[config.mk]
export PLATFORM = sky130hd
export DESIGN_NAME = eps_mul
export DESIGN_NICKNAME = d
export VERILOG_FILES = /design/src/design/eps_pkg.sv /design/src/design/eps_mul.sv
export SDC_FILE = /design/constraint.sdc
export NUM_CORES = 2
export LEC_CHECK = 0
export BUFFER_PORTS_ARGS = -buffer_cell sky130_fd_sc_hd__buf_2
export CAP_MARGIN = 10
export CELL_PAD_IN_SITES_DETAIL_PLACEMENT = 1
export CELL_PAD_IN_SITES_GLOBAL_PLACEMENT = 1
export CORE_MARGIN = 5
export CORE_UTILIZATION = 45
export DETAILED_ROUTE_END_ITERATION = 12
export PLACE_DENSITY = 0.84
export SLEW_MARGIN = 20
export SYNTH_ARGS = -nofsm -noshare
export SYNTH_HDL_FRONTEND = slang
export SYNTH_SLANG_ARGS = --single-unit
[constraint.sdc]
create_clock -name i_clk -period 11.6 [get_ports i_clk]
set_clock_uncertainty 0.2 [all_clocks]
set_input_delay 0 -clock i_clk [delete_from_list [all_inputs] [get_ports i_clk]]
set_output_delay 0 -clock i_clk [all_outputs]
set_load 0.01 [all_outputs]
[src/design/eps_pkg.sv]
// Package for the encoder position/speed estimator: widths, word types,
// register indexes and sequencer states. No dependencies.
`default_nettype none

package eps_pkg;

    // Core sizing
    localparam int COUNT_WIDTH = 32;   // position counter width, 16..48
    localparam int TIME_WIDTH  = 32;   // timestamp bits used, 16..32

    // Fixed field widths
    localparam int NUM_W   = 32;       // speed numerator / quotient width
    localparam int SCALE_W = 24;
    localparam int ALPHA_W = 16;
    localparam int SPEED_W = 32;
    localparam int POS_W   = 56;
    localparam int CFG_W   = 32;
    localparam int CFG_IDX_W = 2;

    // Divider step counter
    localparam int DIV_CNT_W = $clog2(NUM_W);

    // Shared multiplier: signed A (count or speed) times signed B (weights, scale)
    localparam int MUL_A_W = (COUNT_WIDTH > SPEED_W) ? COUNT_WIDTH : SPEED_W;
    localparam int MUL_B_W = SCALE_W + 1;
    localparam int MUL_P_W = MUL_A_W + MUL_B_W;

    // Filter accumulator: alpha*old + (1-alpha)*raw + half fits in 50 bits
    localparam int ACC_W = SPEED_W + ALPHA_W + 2;
    localparam int FILT_SHIFT = ALPHA_W;

    // Reset values of the configuration registers
    localparam logic [NUM_W-1:0]   SPEED_NUM_RESET = NUM_W'(2503475);
    localparam logic [SCALE_W-1:0] POS_SCALE_RESET = SCALE_W'(8724);
    localparam logic [ALPHA_W-1:0] ALPHA_RESET     = ALPHA_W'(59578);

    // Configuration register indexes
    localparam logic [CFG_IDX_W-1:0] CFG_SPEED_NUM = CFG_IDX_W'(0);
    localparam logic [CFG_IDX_W-1:0] CFG_POS_SCALE = CFG_IDX_W'(1);
    localparam logic [CFG_IDX_W-1:0] CFG_ALPHA     = CFG_IDX_W'(2);

    // Request codes
    localparam logic REQ_EDGE = 1'b0;
    localparam logic REQ_TICK = 1'b1;

    typedef struct packed {
        logic        req_type;
        logic        level_a;
        logic        level_b;
        logic [31:0] time_us;
    } t_in_word;

    typedef struct packed {
        logic signed [31:0]      position_count;
        logic signed [POS_W-1:0] position_scaled;
        logic signed [31:0]      speed_raw;
        logic signed [31:0]      speed_filtered;
    } t_out_word;

    typedef enum logic [2:0] {
        ST_IDLE,
        ST_DIV,
        ST_SAT,
        ST_MUL_OLD,
        ST_MUL_RAW,
        ST_MUL_POS,
        ST_OUT
    } t_state;

endpackage

`default_nettype wire

[src/design/eps_mul.sv]
// Shared signed multiplier with a registered product; holds while disabled.
// Depends on eps_pkg for operand widths.
`default_nettype none

module eps_mul (
    input  wire logic                                i_clk,
    input  wire logic                                i_en,
    input  wire logic signed [eps_pkg::MUL_A_W-1:0]  i_a,
    input  wire logic signed [eps_pkg::MUL_B_W-1:0]  i_b,
    output logic signed      [eps_pkg::MUL_P_W-1:0]  o_prod
);

    logic signed [eps_pkg::MUL_P_W-1:0] r_prod;

    always_ff @(posedge i_clk) begin
        if (i_en) begin
            r_prod <= eps_pkg::MUL_P_W'(i_a) * eps_pkg::MUL_P_W'(i_b);
        end
    end

    assign o_prod = r_prod;

endmodule

`default_nettype wire

; Word level (Yosys, flattened, before mapping)
; Cells that the tools add are included.
[word_totals]
reg_bits = 57
out_inout_bits = 57
[op_classes]
n_mul = 1
[ops]
columns = cell, n
row1 = 32-bit by 25-bit multiplier with 57-bit output, 1

; Longest topological paths before layout
[depth]
depth_word = 1
depth_mapped = 26
mapped_depth_nobuf = 25

; Least setup slack after synthesis
; OpenSTA, ideal clock, no wires.
[synth_timing]
path_type = input to register
from = input port i_a[31] (netlist name)
to = register r_prod, in the netlist o_prod[55], data pin
setup_time_ps = 270
arrival_ps = 6219
setup_slack_ps = 4912
stages = 24
cell_sequence = clkbuf_1 > nand2_1 > inv_1 > fa_1 > fa_1 > inv_1 > fa_1 > inv_1 > fa_1 > inv_1 > fa_1 > fa_1 > fa_1 > inv_1 > ha_1 > a21o_1 > a21o_1 > a21o_1 > a21o_1 > a21oi_1 > o21ai_0 > a21oi_1 > o41ai_2 > xor2_1
[synth_via]
elab_chain_cells = 1
[synth_rtl]
columns = item, line_no
row1 = from (decl), eps_mul.sv:8  ; input wire logic signed [eps_pkg::MUL_A_W-1:0] i_a,
row2 = 32-bit by 25-bit multiplier with 57-bit output, eps_mul.sv:17  ; r_prod <= eps_pkg::MUL_P_W'(i_a) * eps_pkg::MUL_P_W'(i_b);
row3 = to (signal assigned), eps_mul.sv:17
row4 = to (decl), eps_mul.sv:13  ; logic signed [eps_pkg::MUL_P_W-1:0] r_prod;
; Every way passes these cells.
; A chain may end at the register's enable or synchronous reset.

; Worst setup path in the final report
[layout_timing]
from = input port i_b[1] (netlist name)
to = register r_prod, in the netlist o_prod[55], data pin
[layout_via]
elab_chain_cells = 1
[layout_rtl]
columns = item, line_no
row1 = from (decl), eps_mul.sv:9  ; input wire logic signed [eps_pkg::MUL_B_W-1:0] i_b,
row2 = 32-bit by 25-bit multiplier with 57-bit output, eps_mul.sv:17
; Every way passes these cells.

==> results.cfg <==
[layout]
drive_above_1_share_pct = 4.77
stdcell_count = 4064
multi_input_area_um2 = 24700
finalNetCount = 4216
area_delta_synth_final_pct = 4.76
largest_reg_flops = 57
regArea_um2 = 1710
nFillCells = 7719

[worst_setup_path]
worstSetupPathType = in2reg
setup.worst_path.end_class = flop
worstPathArrival_ns = 7.83
cp.required_ns = 11.48
start_kind = primary input
crit_fanout = 32

[synth]
synth-async-reset-ratio_pct = 0
syn-num-nets = 4237
netlist_area_um2 = 30200
synth_cells = 3204
synth_ff_type = edfxtp_1
ys_ff_latch = 57
yosysSeqAreaShare_pct = 5.67
synth_edf_count = 57
avgSynthCellArea_um2 = 9.43
yosys_warnings = 0
synth_cell_types = 63

[sta]
maxSlewViolCount = 0
rsz0062_at_grt = false
period_needed_ns = 7.95
tns_ns = 0
relSlewSlack_pct = 27.0
post-route-period-util_pct = 68.6
worstMarginPinSlew_ns = 1.09
finalHoldViolCount = 0
max_freq_ghz = 0.126
setup_violations = 0

[cts]
cts_max_level = 3
cts_num_sinks = 57
holdBufCountCts = 0
cts_buffers = 9
cts_tree = built
cts_resized = 0
clock_path_buffers = 2
clk_pin_slew_ns = 0.06
postCtsSetupBuffers = 0
cts_root_buf = clkbuf_16

[placed_design]
port_buffers = 115
dp_hpwl_mm = 75.6
gp_congestion = 0.860
placed_cells = 4045

[route]
ant_nets = 0
vias_per_cell = 5.40
drtIter0Drc = 1300
drt_first_pass_iters = 5
wire_per_inst_um = 22.2
drcViolationCount = 0
routed_wl_mm = 90.0
vias = 22000

[global_route]
grt_pass1_vias = 26800
grt_overflow_total = 0
grt_pass1_wl_mm = 143
grt_use_total_pct = 25.7
grt_max_degree = 58
antenna_found_initial = 3

[status]
outcome = completed

[floorplan]
top_level_ports = 116
die_w_um = 269
die_area_um2 = 72400
rows = 95
die_h_um = 269
initial_core_util_pct = 45.1
core_area_um2 = 66900

[job]
maxCapViolations = 0

[min_path]
hold_path.class = in2reg
[per-layer routing]
layer	GRT usage (%)	share of wire (%)
met1	26.9	33
met2	48.2	55
met3	2.76	3.9
met4	17.1	8.1
met5	0	0.011
[path summary, 6_finish.rpt]
path	from	cells after the start	endpoint	slack, ns
max	i_b[1]	23	o_prod[55]	3.65
min	i_a[0]	3	o_prod[0]	0.14
[cells by family after synthesis]
logic type	share of synthesized area, %
buffers and inverters	12.6
xor gates and xnor gates	1.74
and+or+nand+nor	15.2
adders and majority gates	60.7
AOI/OAI and AO/OA	4.06
DFF	5.67
[worst max-delay path, cell delays in order]
cell and delay [ns]:
buf_2 0.51, nand2_1 0.20, inv_1 0.18, fa_1 0.56, fa_1 0.50, fa_1 1.12
inv_1 0.42, fa_1 0.59, inv_1 0.06, fa_1 0.54, inv_1 0.06, fa_1 0.51
inv_1 0.05, ha_1 0.35, and3_1 0.25, nand2_1 0.08, nor2_1 0.25, nand2_1 0.18
a311oi_2 0.44, or3b_4 0.27, a31oi_4 0.11, o41ai_2 0.44, xor2_1 0.12
[synthesized netlist by cell type, types with 2 or more instances]
cell type / instances / area, um^2
inv_1: 860 / 3230
fa_1: 819 / 16400
nand2_1: 410 / 1540
and2_1: 397 / 2480
ha_1: 155 / 1940
clkbuf_1: 147 / 552
edfxtp_1: 57 / 1710
a21oi_1: 52 / 260
nor2_1: 50 / 188
xnor2_1: 45 / 394
o21ai_0: 40 / 200
a21o_1: 26 / 195
xor2_1: 15 / 131
nand2b_1: 14 / 87.6
nand3_1: 13 / 65.1
nand4_1: 9 / 56.3
a31oi_1: 8 / 50.1
and3_1: 6 / 37.5
nor3_1: 6 / 30.0
a211oi_1: 5 / 37.5
o21bai_1: 5 / 37.5
a211o_1: 4 / 35.0
o21a_1: 4 / 30.0
or3_1: 4 / 25.0
buf_1: 3 / 11.3
nor2b_1: 3 / 18.8
o31ai_1: 3 / 22.5
a311oi_1: 2 / 17.5
a41oi_1: 2 / 17.5
buf_2: 2 / 10.0
o2111ai_1: 2 / 17.5
o211a_1: 2 / 20.0
o211ai_1: 2 / 15.0
o311ai_0: 2 / 17.5
or2_2: 2 / 12.5
[through the flow]
step / setup WS (ns) / hold WS (ns) / util (%) / area, um^2
floorplan: 4.91 / -0.0875 / - / 30200
global placement: 3.80 / 0.211 / 46.8 / 31300
detailed placement: 3.38 / 0.214 / 46.8 / 31300
CTS: 3.71 / 0.115 / 47.3 / 31600
global route: 3.24 / 0.144 / 47.3 / 31600
finish: 3.65 / 0.135 / 47.3 / 31600
[layout make-up]
| type | count | area share [%] |
|---|---|---|
| tap | 873 | 3.45 |
| clock inverter | 7 | 0.221 |
| inverter | 860 | 10.2 |
| timing repair buffer | 121 | 1.96 |
| antenna | 3 | 0.0237 |
| sequential | 57 | 5.41 |
| multi-input combinational | 2134 | 78.0 |
| clock buffer | 9 | 0.712 |
[layout by cell type (no fill, tap or decap), drive strengths merged, types with 14 or more instances in the layout]
master	count
fa	819
a21oi	52
nor2	50
buf	121
ha	155
xor2	15
o21ai	42
nand2b	14
xnor2	45
inv	861
and2	398
a21o	27
edfxtp	57
nand2	410
Power is left out: the tool's default activity adds up to more than one toggle a clock period on the data nets, which glitch-free logic cannot reach.
