$ cat src/design/eps_pkg.sv
// Package for the encoder position/speed estimator: widths, word types,
// register indexes and sequencer states. No dependencies.
`default_nettype none

package eps_pkg;

    // Core sizing
    localparam int COUNT_WIDTH = 32;   // position counter width, 16..48
    localparam int TIME_WIDTH  = 32;   // timestamp bits used, 16..32

    // Fixed field widths
    localparam int NUM_W   = 32;       // speed numerator / quotient width
    localparam int SCALE_W = 24;
    localparam int ALPHA_W = 16;
    localparam int SPEED_W = 32;
    localparam int POS_W   = 56;
    localparam int CFG_W   = 32;
    localparam int CFG_IDX_W = 2;

    // Divider step counter
    localparam int DIV_CNT_W = $clog2(NUM_W);

    // Shared multiplier: signed A (count or speed) times signed B (weights, scale)
    localparam int MUL_A_W = (COUNT_WIDTH > SPEED_W) ? COUNT_WIDTH : SPEED_W;
    localparam int MUL_B_W = SCALE_W + 1;
    localparam int MUL_P_W = MUL_A_W + MUL_B_W;

    // Filter accumulator: alpha*old + (1-alpha)*raw + half fits in 50 bits
    localparam int ACC_W = SPEED_W + ALPHA_W + 2;
    localparam int FILT_SHIFT = ALPHA_W;

    // Reset values of the configuration registers
    localparam logic [NUM_W-1:0]   SPEED_NUM_RESET = NUM_W'(2503475);
    localparam logic [SCALE_W-1:0] POS_SCALE_RESET = SCALE_W'(8724);
    localparam logic [ALPHA_W-1:0] ALPHA_RESET     = ALPHA_W'(59578);

    // Configuration register indexes
    localparam logic [CFG_IDX_W-1:0] CFG_SPEED_NUM = CFG_IDX_W'(0);
    localparam logic [CFG_IDX_W-1:0] CFG_POS_SCALE = CFG_IDX_W'(1);
    localparam logic [CFG_IDX_W-1:0] CFG_ALPHA     = CFG_IDX_W'(2);

    // Request codes
    localparam logic REQ_EDGE = 1'b0;
    localparam logic REQ_TICK = 1'b1;

    typedef struct packed {
        logic        req_type;
        logic        level_a;
        logic        level_b;
        logic [31:0] time_us;
    } t_in_word;

    typedef struct packed {
        logic signed [31:0]      position_count;
        logic signed [POS_W-1:0] position_scaled;
        logic signed [31:0]      speed_raw;
        logic signed [31:0]      speed_filtered;
    } t_out_word;

    typedef enum logic [2:0] {
        ST_IDLE,
        ST_DIV,
        ST_SAT,
        ST_MUL_OLD,
        ST_MUL_RAW,
        ST_MUL_POS,
        ST_OUT
    } t_state;

endpackage

`default_nettype wire

$ cat src/design/eps_div.sv
// Restoring radix-2 divider, one quotient bit per cycle.
// Depends on eps_pkg for widths.
`default_nettype none

module eps_div (
    input  wire logic                           i_clk,
    input  wire logic                           i_rst_n,
    input  wire logic                           i_start,
    input  wire logic [eps_pkg::NUM_W-1:0]      i_num,
    input  wire logic [eps_pkg::TIME_WIDTH-1:0] i_den,
    output logic      [eps_pkg::NUM_W-1:0]      o_quo,
    output logic                                o_done
);

    logic [eps_pkg::NUM_W-1:0]      r_quo;
    logic [eps_pkg::TIME_WIDTH-1:0] r_rem;
    logic [eps_pkg::TIME_WIDTH-1:0] r_den;
    logic [eps_pkg::DIV_CNT_W-1:0]  r_cnt;
    logic                           r_busy;
    logic                           r_done;

    logic [eps_pkg::TIME_WIDTH:0]   w_shift;
    logic [eps_pkg::TIME_WIDTH+1:0] w_diff;
    logic                           w_ge;

    // Shift in the next dividend bit and trial-subtract the divisor
    assign w_shift = {r_rem, r_quo[eps_pkg::NUM_W-1]};
    assign w_diff  = {1'b0, w_shift} - {2'b00, r_den};
    assign w_ge    = ~w_diff[eps_pkg::TIME_WIDTH+1];

    always_ff @(posedge i_clk) begin
        if (!i_rst_n) begin
            r_busy <= 1'b0;
            r_done <= 1'b0;
        end else begin
            r_done <= 1'b0;
            if (i_start) begin
                r_busy <= 1'b1;
            end else if (r_busy && (r_cnt == '0)) begin
                r_busy <= 1'b0;
                r_done <= 1'b1;
            end
        end
    end

    always_ff @(posedge i_clk) begin
        if (i_start) begin
            r_quo <= i_num;
            r_rem <= '0;
            r_den <= i_den;
            r_cnt <= eps_pkg::DIV_CNT_W'(eps_pkg::NUM_W - 1);
        end else if (r_busy) begin
            r_quo <= {r_quo[eps_pkg::NUM_W-2:0], w_ge};
            r_rem <= w_ge ? w_diff[eps_pkg::TIME_WIDTH-1:0] : w_shift[eps_pkg::TIME_WIDTH-1:0];
            r_cnt <= r_cnt - eps_pkg::DIV_CNT_W'(1);
        end
    end

    assign o_quo  = r_quo;
    assign o_done = r_done;

endmodule

`default_nettype wire

$ cat config.mk
export PLATFORM = sky130hd
export DESIGN_NAME = eps_div
export DESIGN_NICKNAME = d
export VERILOG_FILES = /design/src/design/eps_pkg.sv /design/src/design/eps_div.sv
export SDC_FILE = /design/constraint.sdc
export NUM_CORES = 1
export LEC_CHECK = 0
export BUFFER_PORTS_ARGS = -buffer_cell sky130_fd_sc_hd__buf_4
export CORE_MARGIN = 4
export CORE_UTILIZATION = 30
export CTS_CLUSTER_DIAMETER = 60
export CTS_CLUSTER_SIZE = 12
export DETAILED_ROUTE_END_ITERATION = 7
export HOLD_SLACK_MARGIN = 0.03
export PLACE_DENSITY = 0.48
export SLEW_MARGIN = 5
export SYNTH_ARGS = -nofsm -noshare
export SYNTH_HDL_FRONTEND = slang
export SYNTH_SLANG_ARGS = --single-unit
$ cat constraint.sdc
create_clock -name i_clk -period 8 [get_ports i_clk]
set_input_delay 1.6 -clock i_clk [delete_from_list [all_inputs] [get_ports i_clk]]
set_output_delay 1.6 -clock i_clk [all_outputs]
set_load 0.005 [all_outputs]
# Word-level counts from Yosys, hierarchy flattened
# Index checks and enable logic that the tools add are counted.
# totals
register_bits	103
output_inout_bits	33
# classes
add_sub_neg	2
n_mux	6
bitwise	2
n_reduce_logical	5
# op_table
cell	n
$mux 32	3
$sub 33x32->34	1
$logic_not 5->1	1
$sub 5x1->5 const B	1
$reduce_bool 2->1	2
$mux 1	3
$not 1->1	2
$reduce_or 2->1	1
$logic_and 1x1->1	1

# Longest topological paths before layout
# depth
ltp_word	4
mapped_depth	12
mapped_depth_nobuf	12

# Worst setup path after synthesis
# OpenSTA, ideal clock, no wires.
# synth_timing
kind	in2reg
from	input port i_start
to	register r_quo (netlist bit o_quo[0]) (enable)
setup_time_ps	387
arrival_time_ps	2752
required_ps	7613
setup_slack_ps	4862
path_stages	4
path_cell_list	clkbuf_1 -> nor2_1 -> clkbuf_1 -> inv_1
# synth_between
elab_chain_cells	1
# synth_rtl
item	line_no	rtl
start: declaration	eps_div.sv:8	input wire logic i_start,
$reduce_bool 2->1 (no source line)	--	
end signal: assignment	eps_div.sv:48	r_quo <= i_num;
end signal: assignment	eps_div.sv:53	r_quo <= {r_quo[eps_pkg::NUM_W-2:0], w_ge};
end: declaration	eps_div.sv:15	logic [eps_pkg::NUM_W-1:0] r_quo;
# No other way between the ends.
# A chain may end at the register's enable or synchronous reset.

# Worst setup path in the final report
# layout_timing
from	input port i_start
to	register r_quo (netlist bit o_quo[15]) (enable)
# The elaborated chain is that of the path after synthesis.

==> metrics.yaml <==
status: "complete, no violations"
synth_xor_area_share_pct: 4.32
die_area_sq_um: 21900
postCtsSetupRepairBufs: 0
syn_inst: 571
crit_arrival_ps: 3260
htreeDepth: 3
area_growth_pct: 21.1
yosys_most_used_dff: "edfxtp_1"
drtIter0Drc: 276
finalSetupTns_ps: 0
whs_path_depth: 2
synthMuxAreaShare_pct: 8.35
cts_buffers: 9
leakagePower_nw: 3.02
synth_top_family_by_area: "compound AO/OA/AOI/OAI gates"
gp_congestion: 0.866
synth-edff-count: 64
critPathKind: "primary input to flop"
grt_antenna_before_repair: 0
cts_tree: "done"
min_to: "r_rem[31]"
cellPowerDensity_nw_per_um2: 190
crit_chain: "buf_4 -> nor2_1 -> buf_4 -> clkinv_1"
num_rows: 50
grt_usage_pct: 13.6
drtAntennaViolNets: 0
ff2ff_path_depth: 12
drv_cap: 0
finalCriticalPeriod_ps: 3510
cts_resized: 0
path_clk_slew_ps: 70
crit_fanout: 53
drt_wl_total_um: 14700
yosys.area_share.simple_pct: 9.81
cts_hold_buf: 0
final_common_cell: "buf_4"
die_w_um: 148
relSlewSlack_pct: 22.7
port_buffers: 99
syn_area_sq_um: 5880
synth_fa_ha_area_share_pct: 7.37
grt_overflow: 0
synth_compound_area_share_pct: 18.7
reg2reg_from: "o_quo[31]"
cts-root-buf: "clkbuf_16"
grt_pass1_wl_um: 23800
r2r_slack_ps: 4760
ys_types: 59
viasPerCell: 4.87
yosysWarningCount: 0
cpMaxStageDelayCell: "clkinv_1"
first_global_vias: 4658
worstReg2RegEnd: "r_rem[30]"
avgRoutedWirePerCell_um: 15.9
hold_start: "r_rem[31]"
yosys_register_bits: 103
io_pins: 100
maxSlewViolCount: 0
final_util_pct: 37.5
syn-num-nets: 672
irDropWorstVdd_v: 0.0000991
avgSynthCellArea_sq_um: 10.3
final_layout_size_suffix_gt1_share_pct: 24.4
fin_crit_sh_pct: 43.9
required_ps: 7750
startpoint_type: "primary input"
crit_top_cell: "buf_4"
clk_latency_ps: 350
die_h_um: 148
synthArstFlopShare_pct: 0
first_pass_iters: 4
start_util_pct: 31.0
drc: 0
coreArea_sq_um: 19000
hold_path.class: "flop to flop"
clk_path_buf_depth: 2
skew_ps: 11.4
fmax_ghz: 0.285
cts.sink_count: 103
setup_viol: 0
nets: 760
grt_max_degree: 54
rsz0062_at_grt: "false"
via_count: 4501
ys_seq_area_share_pct: 46.0
critPathCaptureType: "flop"
final_cell_mix: "103 x buf_4, 64 x edfxtp_1, 50 x inv_1"
final_hold_viol_count: 0
insertedDiodeCount: 0
hpwl_um: 10700
cp_slowest_stage_delay_ps: 910
worst_slew_pin_slew_ps: 1150
==> metrics by stage <==
step | std cells | power (mW) | setup slack (ps) | hold WS (ps) | area [sq um]
2_1_floorplan | 571 | 0.842 | 4860 | 454 | 5880
3_3_place_gp | 908 | 0.946 | 4220 | 472 | 6840
3_5_place_dp | 908 | 0.948 | 4150 | 479 | 6840
4_1_cts | 924 | 1.38 | 4540 | 489 | 7120
5_1_grt | 924 | 1.44 | 4310 | 507 | 7120
6_report | 924 | 1.36 | 4490 | 493 | 7120
==> cell usage after synthesis, drive strengths merged, types with 2 or more instances <==
library cell,instances,area [sq um]
mux2,32,360
o21a,7,52.6
a21o,8,60.1
nand2,35,131
o21ai,27,135
inv,51,191
nor2,48,180
xnor2,14,123
a22oi,2,15.0
a211oi,26,200
o31ai,3,22.5
mux2i,13,130
dfxtp,39,781
a21bo,2,20.0
nor4b,2,17.5
edfxtp,64,1920
o211ai,6,45.0
nor2b,4,25.0
a22o,2,17.5
nor4,2,12.5
and4,2,17.5
o21bai,3,22.5
and3,4,25.0
a32oi,8,70.1
clkbuf,18,67.6
nand3,7,35.0
xor2,15,131
a221oi,2,35.0
nand4,4,25.0
a21oi,45,244
nand2b,5,31.3
buf,8,63.8
a31oi,3,18.8
a2111oi,3,27.5
nor3,4,20.0
and2,5,31.3
ha,33,413
==> power by group <==
part | switching [mW] | leakage [nW] | internal (mW)
combinational | 0.160 | 1.93 | 0.139
clock | 0.206 | 0.135 | 0.214
sequential | 0.0250 | 0.955 | 0.613
==> registers in the layout, summed over array words and instances (netlist names) <==
signal / flops
o_done: 1
o_quo: 32
r_busy: 1
r_cnt: 5
r_den: 32
r_rem: 32
==> critical path: cells and delay by family <==
| kind | cells | cell delay (ps) |
|---|---|---|
| buffers and inverters | 3 | 1420 |
| and+or+nand+nor | 1 | 170 |
==> layout make-up <==
cell class                 count  area [sq um]
clock inverter                 6          43.8
tap                          260           325
clock buffer                  10           229
multi-input combinational    391          2850
fill                        1904         11800
inverter                      51           191
timing repair buffer         103           773
sequential                   103          2700
==> cell families (layout without fill, tap and decap cells) <==
kind of cell | count (synthesis) | after routing
AOI/OAI and AO/OA | 158 | 158
xor gates and xnor gates | 29 | 29
adders and majority gates | 34 | 34
buffers and inverters | 77 | 170
DFF | 103 | 103
muxes | 45 | 45
and+or+nand+nor | 125 | 125
==> how the worst max path moves through the flow <==
stage | from | endpoint | slack, ps | depth (start not counted)
5_1_grt | i_start | o_quo[30] | 4310 | 4
3_5_place_dp | i_start | o_quo[10] | 4150 | 4
4_1_cts | i_start | o_quo[15] | 4540 | 4
2_1_floorplan | i_start | o_quo[0] | 4860 | 4
6_report | i_start | o_quo[15] | 4490 | 4
3_3_place_gp | i_start | o_quo[13] | 4220 | 4
==> per-layer routing <==
metal  part of all wire, %  vias up  track usage [%]
li1                      -     2270                -
met3                   7.3       12             5.09
met5                     0        -                0
met1                    46     2095             17.9
met4                   1.5        0             4.02
met2                    45      124             21.1
(Power assumes the default switching activity.)
